--- config.mk ---
export PLATFORM = sky130hd
export DESIGN_NAME = ata_chs_lba_sector_addresser
export DESIGN_NICKNAME = d
export VERILOG_FILES = /design/src/rtl/core/atachs_pkg.sv /design/src/rtl/core/atachs_muldiv.sv /design/src/rtl/core/ata_chs_lba_sector_addresser.sv
export SDC_FILE = /design/constraint.sdc
export NUM_CORES = 1
export LEC_CHECK = 0
export ABC_AREA = 1
export BUFFER_PORTS_ARGS = -buffer_cell sky130_fd_sc_hd__buf_2
export CORE_ASPECT_RATIO = 0.9
export CORE_MARGIN = 2
export CORE_UTILIZATION = 40
export CTS_CLUSTER_SIZE = 20
export DETAILED_ROUTE_END_ITERATION = 12
export HOLD_SLACK_MARGIN = 0.06
export PLACE_DENSITY = 0.65
export SETUP_SLACK_MARGIN = 0.05
export SYNTH_ARGS = -nofsm -noshare
export SYNTH_HDL_FRONTEND = slang
export SYNTH_SLANG_ARGS = --single-unit
--- constraint.sdc ---
create_clock -name clk -period 8.96 [get_ports clk]
set_input_delay 0.448 -clock clk [delete_from_list [all_inputs] [get_ports clk]]
set_output_delay 0.448 -clock clk [all_outputs]
set_load 0.1 [all_outputs]
--- src/rtl/core/atachs_pkg.sv ---
// Shared types, codes and constants of the ATA CHS/LBA sector addresser.
`default_nettype none
package atachs_pkg;

	localparam int ADDR_W    = 28;
	localparam int LBA_BITS  = 28;
	localparam int CYL_W     = 16;
	localparam int HEAD_W    = 4;
	localparam int GHEAD_W   = 5;
	localparam int SECT_W    = 8;
	localparam int MD_W      = 30;
	localparam int DVS_W     = 13;
	localparam int MPL_W     = 8;
	localparam int CNT_W     = 5;

	localparam logic [ADDR_W-1:0] LBA_MASK = ADDR_W'((64'd1 << LBA_BITS) - 64'd1);

	localparam logic [CNT_W-1:0] MUL_STEPS = CNT_W'(MPL_W);
	localparam logic [CNT_W-1:0] DIV_STEPS = CNT_W'(ADDR_W);

	localparam logic [ADDR_W-1:0]  RST_CAPACITY = 28'd1032192;
	localparam logic [CYL_W-1:0]   RST_CYLS     = 16'd1024;
	localparam logic [GHEAD_W-1:0] RST_HEADS    = 5'd16;
	localparam logic [SECT_W-1:0]  RST_SECTS    = 8'd63;

	typedef enum logic [2:0] {
		OP_LOAD      = 3'd0,
		OP_TRANSLATE = 3'd1,
		OP_ADVANCE   = 3'd2,
		OP_RECAL     = 3'd3,
		OP_SET_GEOM  = 3'd4
	} op_t;

	typedef enum logic [1:0] {
		FAULT_NONE  = 2'd0,
		FAULT_RANGE = 2'd1,
		FAULT_ZERO  = 2'd2
	} fault_t;

	typedef enum logic [1:0] {
		CFG_CAPACITY = 2'd0,
		CFG_CYLS     = 2'd1,
		CFG_HEADS    = 2'd2,
		CFG_SECTS    = 2'd3
	} cfg_idx_t;

	typedef enum logic [2:0] {
		ST_IDLE,
		ST_MUL_HEADS,
		ST_MUL_SECTS,
		ST_MUL_DIVISOR,
		ST_DIV
	} state_t;

	typedef enum logic {
		MD_MUL,
		MD_DIV
	} md_op_t;

	typedef struct packed {
		logic             start;
		md_op_t           op;
		logic [MD_W-1:0]  a;
		logic [MD_W-1:0]  addend;
		logic [DVS_W-1:0] b;
	} md_req_t;

	typedef struct packed {
		logic            done;
		logic [MD_W-1:0] result;
	} md_rsp_t;

endpackage
`default_nettype wire

--- src/rtl/core/atachs_muldiv.sv ---
// Bit-serial shift-add multiplier and restoring divider, one bit per cycle.
`default_nettype none
module atachs_muldiv (
	input  wire                 clk,
	input  wire                 arst_n,
	input  atachs_pkg::md_req_t req,
	output atachs_pkg::md_rsp_t rsp
);

	logic                                 busy_q;
	logic                                 done_q;
	atachs_pkg::md_op_t                   op_q;
	logic [atachs_pkg::CNT_W-1:0]         cnt_q;
	logic [atachs_pkg::MD_W-1:0]          acc_q;
	logic [atachs_pkg::MD_W-1:0]          mcand_q;
	logic [atachs_pkg::MPL_W-1:0]         mplier_q;
	logic [atachs_pkg::DVS_W-1:0]         rem_q;
	logic [atachs_pkg::DVS_W-1:0]         dvs_q;

	logic [atachs_pkg::DVS_W:0] rem_sh;
	logic [atachs_pkg::DVS_W:0] rem_sub;
	logic                       ge;

	assign rem_sh  = {rem_q, acc_q[atachs_pkg::ADDR_W-1]};
	assign ge      = rem_sh >= {1'b0, dvs_q};
	assign rem_sub = rem_sh - {1'b0, dvs_q};

	always_ff @(posedge clk or negedge arst_n) begin
		if (!arst_n) begin
			busy_q <= 1'b0;
			done_q <= 1'b0;
			cnt_q  <= '0;
		end else if (req.start) begin
			busy_q <= 1'b1;
			done_q <= 1'b0;
			cnt_q  <= (req.op == atachs_pkg::MD_MUL) ? atachs_pkg::MUL_STEPS - 1'b1
			                                       : atachs_pkg::DIV_STEPS - 1'b1;
		end else if (busy_q) begin
			cnt_q <= cnt_q - 1'b1;
			if (cnt_q == '0) begin
				busy_q <= 1'b0;
				done_q <= 1'b1;
			end
		end
	end

	always_ff @(posedge clk) begin
		if (req.start) begin
			op_q     <= req.op;
			acc_q    <= (req.op == atachs_pkg::MD_MUL) ? req.addend : req.a;
			mcand_q  <= req.a;
			mplier_q <= req.b[atachs_pkg::MPL_W-1:0];
			dvs_q    <= req.b;
			rem_q    <= '0;
		end else if (busy_q) begin
			if (op_q == atachs_pkg::MD_MUL) begin
				if (mplier_q[0])
					acc_q <= acc_q + mcand_q;
				mcand_q  <= {mcand_q[atachs_pkg::MD_W-2:0], 1'b0};
				mplier_q <= {1'b0, mplier_q[atachs_pkg::MPL_W-1:1]};
			end else begin
				rem_q <= ge ? rem_sub[atachs_pkg::DVS_W-1:0] : rem_sh[atachs_pkg::DVS_W-1:0];
				acc_q <= {(atachs_pkg::MD_W - atachs_pkg::ADDR_W)'(0),
				          acc_q[atachs_pkg::ADDR_W-2:0], ge};
			end
		end
	end

	assign rsp.done   = done_q;
	assign rsp.result = acc_q;

endmodule
`default_nettype wire

--- src/rtl/core/ata_chs_lba_sector_addresser.sv ---
// ATA task-file sector addresser: address state, geometry and translation.
// Load, advance, recalibrate, LBA translate, faulting ops: done on accept.
// CHS translate: two 8-step serial multiplies.
// Set geometry: 8-step multiply, then 28-step serial divide.
// One command at a time; a finished beat waits in the output register.
// Reset: address 0/0/1 CHS mode, geometry and capacity to their defaults.
`default_nettype none
module ata_chs_lba_sector_addresser (
	input  wire         clk,
	input  wire         arst_n,
	input  wire         cfg_we,
	input  wire  [1:0]  cfg_index,
	input  wire  [27:0] cfg_data,
	input  wire         cmd_valid,
	output logic        cmd_ready,
	input  wire  [2:0]  operation,
	input  wire         lba_select,
	input  wire  [15:0] cylinder_in,
	input  wire  [3:0]  head_in,
	input  wire  [7:0]  sector_in,
	input  wire  [7:0]  count_in,
	output logic        rsp_valid,
	input  wire         rsp_ready,
	output logic [27:0] linear_sector,
	output logic [15:0] cylinder_out,
	output logic [3:0]  head_out,
	output logic [7:0]  sector_out,
	output logic [15:0] geometry_cylinders,
	output logic [1:0]  fault
);

	atachs_pkg::state_t state_q, state_d;

	logic [atachs_pkg::ADDR_W-1:0]  cap_q;
	logic [atachs_pkg::CYL_W-1:0]   cyl_q;
	logic [atachs_pkg::HEAD_W-1:0]  head_q;
	logic [atachs_pkg::SECT_W-1:0]  sec_q;
	logic                           lba_q;
	logic [atachs_pkg::CYL_W-1:0]   gcyl_q;
	logic [atachs_pkg::GHEAD_W-1:0] gheads_q;
	logic [atachs_pkg::SECT_W-1:0]  gsec_q;
	logic [atachs_pkg::ADDR_W-1:0]  lin_q;
	atachs_pkg::fault_t             fault_q;
	logic                           rsp_valid_q;

	atachs_pkg::md_req_t md_req;
	atachs_pkg::md_rsp_t md_rsp;

	logic                           accept;
	logic                           can_load;
	logic                           finish;
	logic [atachs_pkg::ADDR_W-1:0]  packed_a;
	logic [atachs_pkg::ADDR_W-1:0]  lba_pos;
	logic [atachs_pkg::ADDR_W-1:0]  a_inc;
	logic [atachs_pkg::ADDR_W-1:0]  a_next;
	logic                           chs_bad;
	logic [atachs_pkg::GHEAD_W-1:0] nh;
	logic [atachs_pkg::GHEAD_W-1:0] head_p1;

	atachs_muldiv u_muldiv (
		.clk    (clk),
		.arst_n (arst_n),
		.req    (md_req),
		.rsp    (md_rsp)
	);

	assign can_load  = !rsp_valid_q || rsp_ready;
	assign cmd_ready = (state_q == atachs_pkg::ST_IDLE) && can_load;
	assign accept    = cmd_valid && cmd_ready;
	assign finish    = (accept && state_d == atachs_pkg::ST_IDLE) ||
	                   (state_q != atachs_pkg::ST_IDLE && state_d == atachs_pkg::ST_IDLE);

	assign packed_a = {head_q, cyl_q, sec_q};
	assign lba_pos  = packed_a & atachs_pkg::LBA_MASK;
	assign a_inc    = packed_a + 1'b1;
	assign a_next   = (packed_a & ~atachs_pkg::LBA_MASK) | (a_inc & atachs_pkg::LBA_MASK);
	assign chs_bad  = (cyl_q >= gcyl_q) || ({1'b0, head_q} >= gheads_q) ||
	                  (sec_q == '0) || (sec_q > gsec_q);
	assign nh       = {1'b0, head_q} + 1'b1;
	assign head_p1  = {1'b0, head_in} + 1'b1;

	always_ff @(posedge clk or negedge arst_n) begin
		if (!arst_n)
			state_q <= atachs_pkg::ST_IDLE;
		else
			state_q <= state_d;
	end

	always_comb begin
		state_d       = state_q;
		md_req.start  = 1'b0;
		md_req.op     = atachs_pkg::MD_MUL;
		md_req.a      = '0;
		md_req.addend = '0;
		md_req.b      = '0;
		case (state_q)
			atachs_pkg::ST_IDLE: begin
				if (accept) begin
					if (operation == atachs_pkg::OP_TRANSLATE && !lba_q && !chs_bad) begin
						md_req.start  = 1'b1;
						md_req.a      = atachs_pkg::MD_W'(cyl_q);
						md_req.b      = atachs_pkg::DVS_W'(gheads_q);
						md_req.addend = atachs_pkg::MD_W'(head_q);
						state_d       = atachs_pkg::ST_MUL_HEADS;
					end else if (operation == atachs_pkg::OP_SET_GEOM && count_in != '0) begin
						md_req.start = 1'b1;
						md_req.a     = atachs_pkg::MD_W'(count_in);
						md_req.b     = atachs_pkg::DVS_W'(head_p1);
						state_d      = atachs_pkg::ST_MUL_DIVISOR;
					end
				end
			end
			atachs_pkg::ST_MUL_HEADS: begin
				if (md_rsp.done) begin
					md_req.start  = 1'b1;
					md_req.a      = md_rsp.result;
					md_req.b      = atachs_pkg::DVS_W'(gsec_q);
					md_req.addend = atachs_pkg::MD_W'(sec_q - 1'b1);
					state_d       = atachs_pkg::ST_MUL_SECTS;
				end
			end
			atachs_pkg::ST_MUL_DIVISOR: begin
				if (md_rsp.done) begin
					md_req.start = 1'b1;
					md_req.op    = atachs_pkg::MD_DIV;
					md_req.a     = atachs_pkg::MD_W'(cap_q);
					md_req.b     = md_rsp.result[atachs_pkg::DVS_W-1:0];
					state_d      = atachs_pkg::ST_DIV;
				end
			end
			atachs_pkg::ST_MUL_SECTS, atachs_pkg::ST_DIV: begin
				if (md_rsp.done && can_load)
					state_d = atachs_pkg::ST_IDLE;
			end
			default: state_d = atachs_pkg::ST_IDLE;
		endcase
	end

	always_ff @(posedge clk or negedge arst_n) begin
		if (!arst_n)
			rsp_valid_q <= 1'b0;
		else if (finish)
			rsp_valid_q <= 1'b1;
		else if (rsp_ready)
			rsp_valid_q <= 1'b0;
	end

	always_ff @(posedge clk or negedge arst_n) begin
		if (!arst_n) begin
			cap_q    <= atachs_pkg::RST_CAPACITY;
			cyl_q    <= '0;
			head_q   <= '0;
			sec_q    <= atachs_pkg::SECT_W'(1);
			lba_q    <= 1'b0;
			gcyl_q   <= atachs_pkg::RST_CYLS;
			gheads_q <= atachs_pkg::RST_HEADS;
			gsec_q   <= atachs_pkg::RST_SECTS;
			lin_q    <= '0;
			fault_q  <= atachs_pkg::FAULT_NONE;
		end else begin
			if (cfg_we) begin
				case (cfg_index)
					atachs_pkg::CFG_CAPACITY: cap_q    <= cfg_data;
					atachs_pkg::CFG_CYLS:     gcyl_q   <= cfg_data[atachs_pkg::CYL_W-1:0];
					atachs_pkg::CFG_HEADS:    gheads_q <= cfg_data[atachs_pkg::GHEAD_W-1:0];
					atachs_pkg::CFG_SECTS:    gsec_q   <= cfg_data[atachs_pkg::SECT_W-1:0];
					default: ;
				endcase
			end
			if (accept) begin
				lin_q   <= '0;
				fault_q <= atachs_pkg::FAULT_NONE;
				case (operation)
					atachs_pkg::OP_LOAD: begin
						lba_q  <= lba_select;
						cyl_q  <= cylinder_in;
						head_q <= head_in;
						sec_q  <= sector_in;
					end
					atachs_pkg::OP_TRANSLATE: begin
						if (lba_q) begin
							if (lba_pos >= cap_q)
								fault_q <= atachs_pkg::FAULT_RANGE;
							else
								lin_q <= lba_pos;
						end else if (chs_bad) begin
							fault_q <= atachs_pkg::FAULT_RANGE;
						end
					end
					atachs_pkg::OP_ADVANCE: begin
						if (lba_q) begin
							sec_q  <= a_next[7:0];
							cyl_q  <= a_next[23:8];
							head_q <= a_next[27:24];
						end else if (sec_q < gsec_q) begin
							sec_q <= sec_q + 1'b1;
						end else begin
							sec_q <= atachs_pkg::SECT_W'(1);
							if (nh < gheads_q && !nh[atachs_pkg::HEAD_W]) begin
								head_q <= nh[atachs_pkg::HEAD_W-1:0];
							end else begin
								head_q <= '0;
								cyl_q  <= cyl_q + 1'b1;
							end
						end
					end
					atachs_pkg::OP_RECAL: begin
						cyl_q  <= '0;
						head_q <= '0;
						sec_q  <= atachs_pkg::SECT_W'(!lba_q);
					end
					atachs_pkg::OP_SET_GEOM: begin
						gheads_q <= head_p1;
						gsec_q   <= count_in;
						if (count_in == '0)
							fault_q <= atachs_pkg::FAULT_ZERO;
					end
					default: ;
				endcase
			end
			if (md_rsp.done && can_load) begin
				if (state_q == atachs_pkg::ST_MUL_SECTS) begin
					if (md_rsp.result >= atachs_pkg::MD_W'(cap_q)) begin
						lin_q   <= '0;
						fault_q <= atachs_pkg::FAULT_RANGE;
					end else begin
						lin_q   <= md_rsp.result[atachs_pkg::ADDR_W-1:0];
						fault_q <= atachs_pkg::FAULT_NONE;
					end
				end else if (state_q == atachs_pkg::ST_DIV) begin
					gcyl_q  <= (|md_rsp.result[atachs_pkg::MD_W-1:atachs_pkg::CYL_W]) ?
					           '1 : md_rsp.result[atachs_pkg::CYL_W-1:0];
					lin_q   <= '0;
					fault_q <= atachs_pkg::FAULT_NONE;
				end
			end
		end
	end

	assign rsp_valid          = rsp_valid_q;
	assign linear_sector      = lin_q;
	assign cylinder_out       = cyl_q;
	assign head_out           = head_q;
	assign sector_out         = sec_q;
	assign geometry_cylinders = gcyl_q;
	assign fault              = fault_q;

endmodule
`default_nettype wire
==> key figures <==
Outcome
  – Status: completed

Floorplanning
  – Initial Util: 0.408
  – I/O pin count: ~150
  – Floorplan Core Area: just over 40000 sq um
  – Die footprint: 43400 sq um
  – Height of the die: 198 um
  – Overall die width: 219 um
  – Row count: 70

Routing
  – Average wire per cell in the routed design: approximately 20 um
  – Count of vias placed by the detailed router: between 15000 and 20000
  – Remaining DRCs: 0
  – Iteration count of the initial detailed-routing pass: 6
  – Starting DRT DRC Count: ~1600
  – Detail Route Antenna Nets: 0
  – Mean number of vias per cell: between 5 and 6
  – Wire length after detailed routing: between 60 and 70 mm

Power and ir drop
  – Total design power: 8.14 mW
  – Pwr dens: 430 nW/um^2
  – IR Drop Worst-Case VDD: about 0.31 mV
  – Leakage: around 9.4 nW

Synthesis
  – Top cell type by total area after synthesis: dfrtp_1
  – Syn Std Cell Area: around 17000 sq um
  – Fraction of synthesized cell area taken by the top area cell type: 0.168
  – Number of flops mapped to enable cells by yosys: 82
  – Most used DFF post-synth: dfrtp_1
  – Basic-gate share of the synthesized area counting and, or, nand and nor cells: 0.289
  – Complex-gate fraction of the synthesized area: 0.151
  – FFs w/ async S/R, synth: 0.572
  – Ys Warns: 0
  – Gate count of the mapped netlist: around 2300
  – Mux cell area share after synthesis: 0
  – Sequential cell area fraction in the yosys report: 0.355
  – Dominant combinational cell family by area after synthesis: simple AND/OR/NAND/NOR gates
  – Distinct cell type count of the synthesized netlist: a little under 60
  – Flip-flop and latch count after synthesis: roughly 220
  – Share of synthesized cell area in full adder, half adder and majority cells: 0.106
  – Ranking of synthesized cells by area: dfrtp_1 17%, edfxtp_1 15%, nand2_1 15%
  – Average cell area after synthesis: 7.18 sq um
  – Synthesized netlist net count: about 2500
  – Xor and xnor area share after synthesis: 0.0178

GRT
  – Number of antenna violations at the first check in global routing: 1
  – Vias in the first global route: between 15000 and 20000
  – Aggregate global routing overflow: 0
  – Global-route wire length before repair: between 90 and 100 mm
  – Global-route usage over all layers: 0.280
  – Pin count of the biggest net entering global routing: 85

CTS
  – CTS Sinks: roughly 220
  – TritonCTS clock tree: built
  – Clock latency reported for the late side of the worst-skew pair: about 580 ps
  – Post-CTS setup-driven buffer insertion count: 0
  – Post-cts resize count: 0
  – Clock Pin Slew Worst Setup and Hold Paths: ~60 ps
  – Total CTS buffers: 27
  – Worst-case clock buffer depth: 3
  – H-tree levels: 1
  – Number of buffers added to fix hold violations after cts: 1
  – Clock Tree Root: clkbuf_16

Timing
  – Max Clock Freq: 0.217 GHz
  – Number of hold-slack violations in the final timing report: 0
  – Worst Max-Slew Pin Slew: between 1000 and 1500 ps
  – Unrepaired setup endpoints after global routing: false
  – Final setup violation count: 0
  – Maximum clock skew at final layout: 17.2 ps
  – Final Cycle Share: 0.515
  – Setup_tns: 0 ps
  – Post-route minimum period: 4610 ps
  – Slew HR: 0.146
  – Hold Slack: 110 ps
  – Pins over their slew limit: 0

Final layout
  – Number of nets in the finished design: roughly 2700
  – Synth-to-layout area growth: 13.3%
  – N_diodes: 0
  – Area occupied by multi-input gates: roughly 9400 sq um
  – Post-layout instance count excluding filler cells: about 3000
  – Fillers: 4138
  – FF+latch area: just under 6000 sq um
  – Layout cell share with drive strength beyond 1: 0.114

Placed design
  – DP Wirelength: about 46 mm
  – Cells after DPL: 2955
  – Final estimated routing congestion in global placement: 0.972
  – # port buffers: 150

Hold path
  – Kind of path behind the tightest hold check: in2reg

Setup path
  – Sort of element at the start of the critical path: flip-flop
  – Endpoint kind of the worst setup timing path: flip-flop
  – Kind of critical path: reg2reg
  – Worst EP required: roughly 9100 ps
  – Worst-path maximum fanout: 35
  – Arrival @ worst endpoint: about 4800 ps

Flow run
  – Reported max-cap violation count: 0
-- flip-flops by register name, indices dropped and copies added, names as in the netlist --
register,count
cap_q,28
cylinder_out,16
fault,2
geometry_cylinders,16
gheads_q,5
gsec_q,8
head_out,4
lba_q,1
linear_sector,28
rsp_valid,1
sector_out,8
state_q,3
u_muldiv.acc_q,30
u_muldiv.busy_q,1
u_muldiv.cnt_q,5
u_muldiv.done_q,1
u_muldiv.dvs_q,13
u_muldiv.mcand_q,30
u_muldiv.mplier_q,8
u_muldiv.op_q,1
u_muldiv.rem_q,13
-- worst paths after layout --
path,startpoint,to,slack [ps],depth (start not counted)
max in group asynchronous,arst_n,cylinder_out[2],7180,3
hold / removal,cfg_data[18],cap_q[18],110,3
setup reg to reg,sector_out[0],u_muldiv.acc_q[11],4350,13
min in group asynchronous,arst_n,cap_q[24],550,2
setup / recovery,sector_out[0],u_muldiv.acc_q[11],4350,13
hold reg to reg,u_muldiv.rem_q[8],u_muldiv.rem_q[8],490,2
-- cells in the mapped netlist, types with 15 or more instances --
cell type and count:
a21oi_1 199, a22oi_1 28, buf_2 24, clkbuf_1 53, dfrtp_1 112, dfstp_2 15
edfxtp_1 82, ha_1 138, inv_1 240, nand2_1 645, nand3_1 159, nand4_1 66
nor2_1 187, nor3_1 28, o21ai_0 144, xor2_1 20
-- cells in the final DEF (no fill, tap or decap), types with 4 or more instances in the layout --
cell and instances:
xor2_1 20, clkbuf_16 27, o21a_1 7, clkbuf_1 8, ha_1 138, inv_1 240, nor4_1 8, dfstp_2 15
a21oi_1 198, dfrtp_1 112, nor2_2 8, buf_2 149, o22ai_1 5, edfxtp_1 82, o21ai_0 144, o21bai_1 9
nor2_1 184, nand4_1 66, or2_2 8, a21boi_0 6, o21ai_1 10, a31oi_1 9, buf_4 27, o211ai_1 14
clkinv_1 4, nor3_1 28, clkbuf_8 7, nand2_1 644, nand3b_1 11, nand3_1 159, dfxtp_1 13, inv_2 14
xnor2_1 14, a22oi_1 28
-- cell type report --
class	count	share of cell area
repair buffers	178	0.0513
well taps	540	0.0357
inverters	258	0.0514
clock buffers	42	0.0424
flip-flops and latches	222	0.313
clock inverters	8	0.00622
multi-input cells	1758	0.500
-- critical path, stage by stage, from the launching register on --
cell and delay [ps]:
dfstp_2 590, clkinv_1 280, ha_1 330, nand2_1 110
nor2_1 60, nand2_1 150, nand2_1 70, nor2_1 110
nand2_1 90, nor2_2 120, nand3_1 400, nand3_2 720
nor2_1 210, a21oi_4 950
-- power breakdown --
group          total, mW  switching [mW]  internal (mW)
logic               4.84            3.47           1.36
registers           2.13           0.557           1.57
clock network       1.17           0.469          0.698
total               8.14            4.50           3.63
-- through the flow --
stage / worst slack [ps] / utilization / cell area (sq um)
detailed placement: 4450 / 0.439 / 18000
global route: 4040 / 0.462 / 18900
finish: 4350 / 0.462 / 18900
CTS: 4430 / 0.462 / 18900
floorplan: 4410 / - / 16700
global placement: 4640 / 0.439 / 18000
-- metal layers --
layer,track usage,vias to the layer above,wire [um]
met4,0.0831,0,1870
met2,0.427,785,26000
met3,0.0516,112,5720
li1,-,8065,-
met1,0.402,8083,27300
met5,0,-,0
-- kinds of logic (layout without fill, tap and decap cells) --
| logic type | after synthesis | in the layout |
|---|---|---|
| AOI/OAI and AO/OA | 452 | 452 |
| xor gates and xnor gates | 34 | 34 |
| adders and majority gates | 140 | 140 |
| buffers and inverters | 343 | 486 |
| DFF | 222 | 222 |
| and+or+nand+nor | 1132 | 1132 |
No activity file was read; power rests on OpenSTA's default activity.
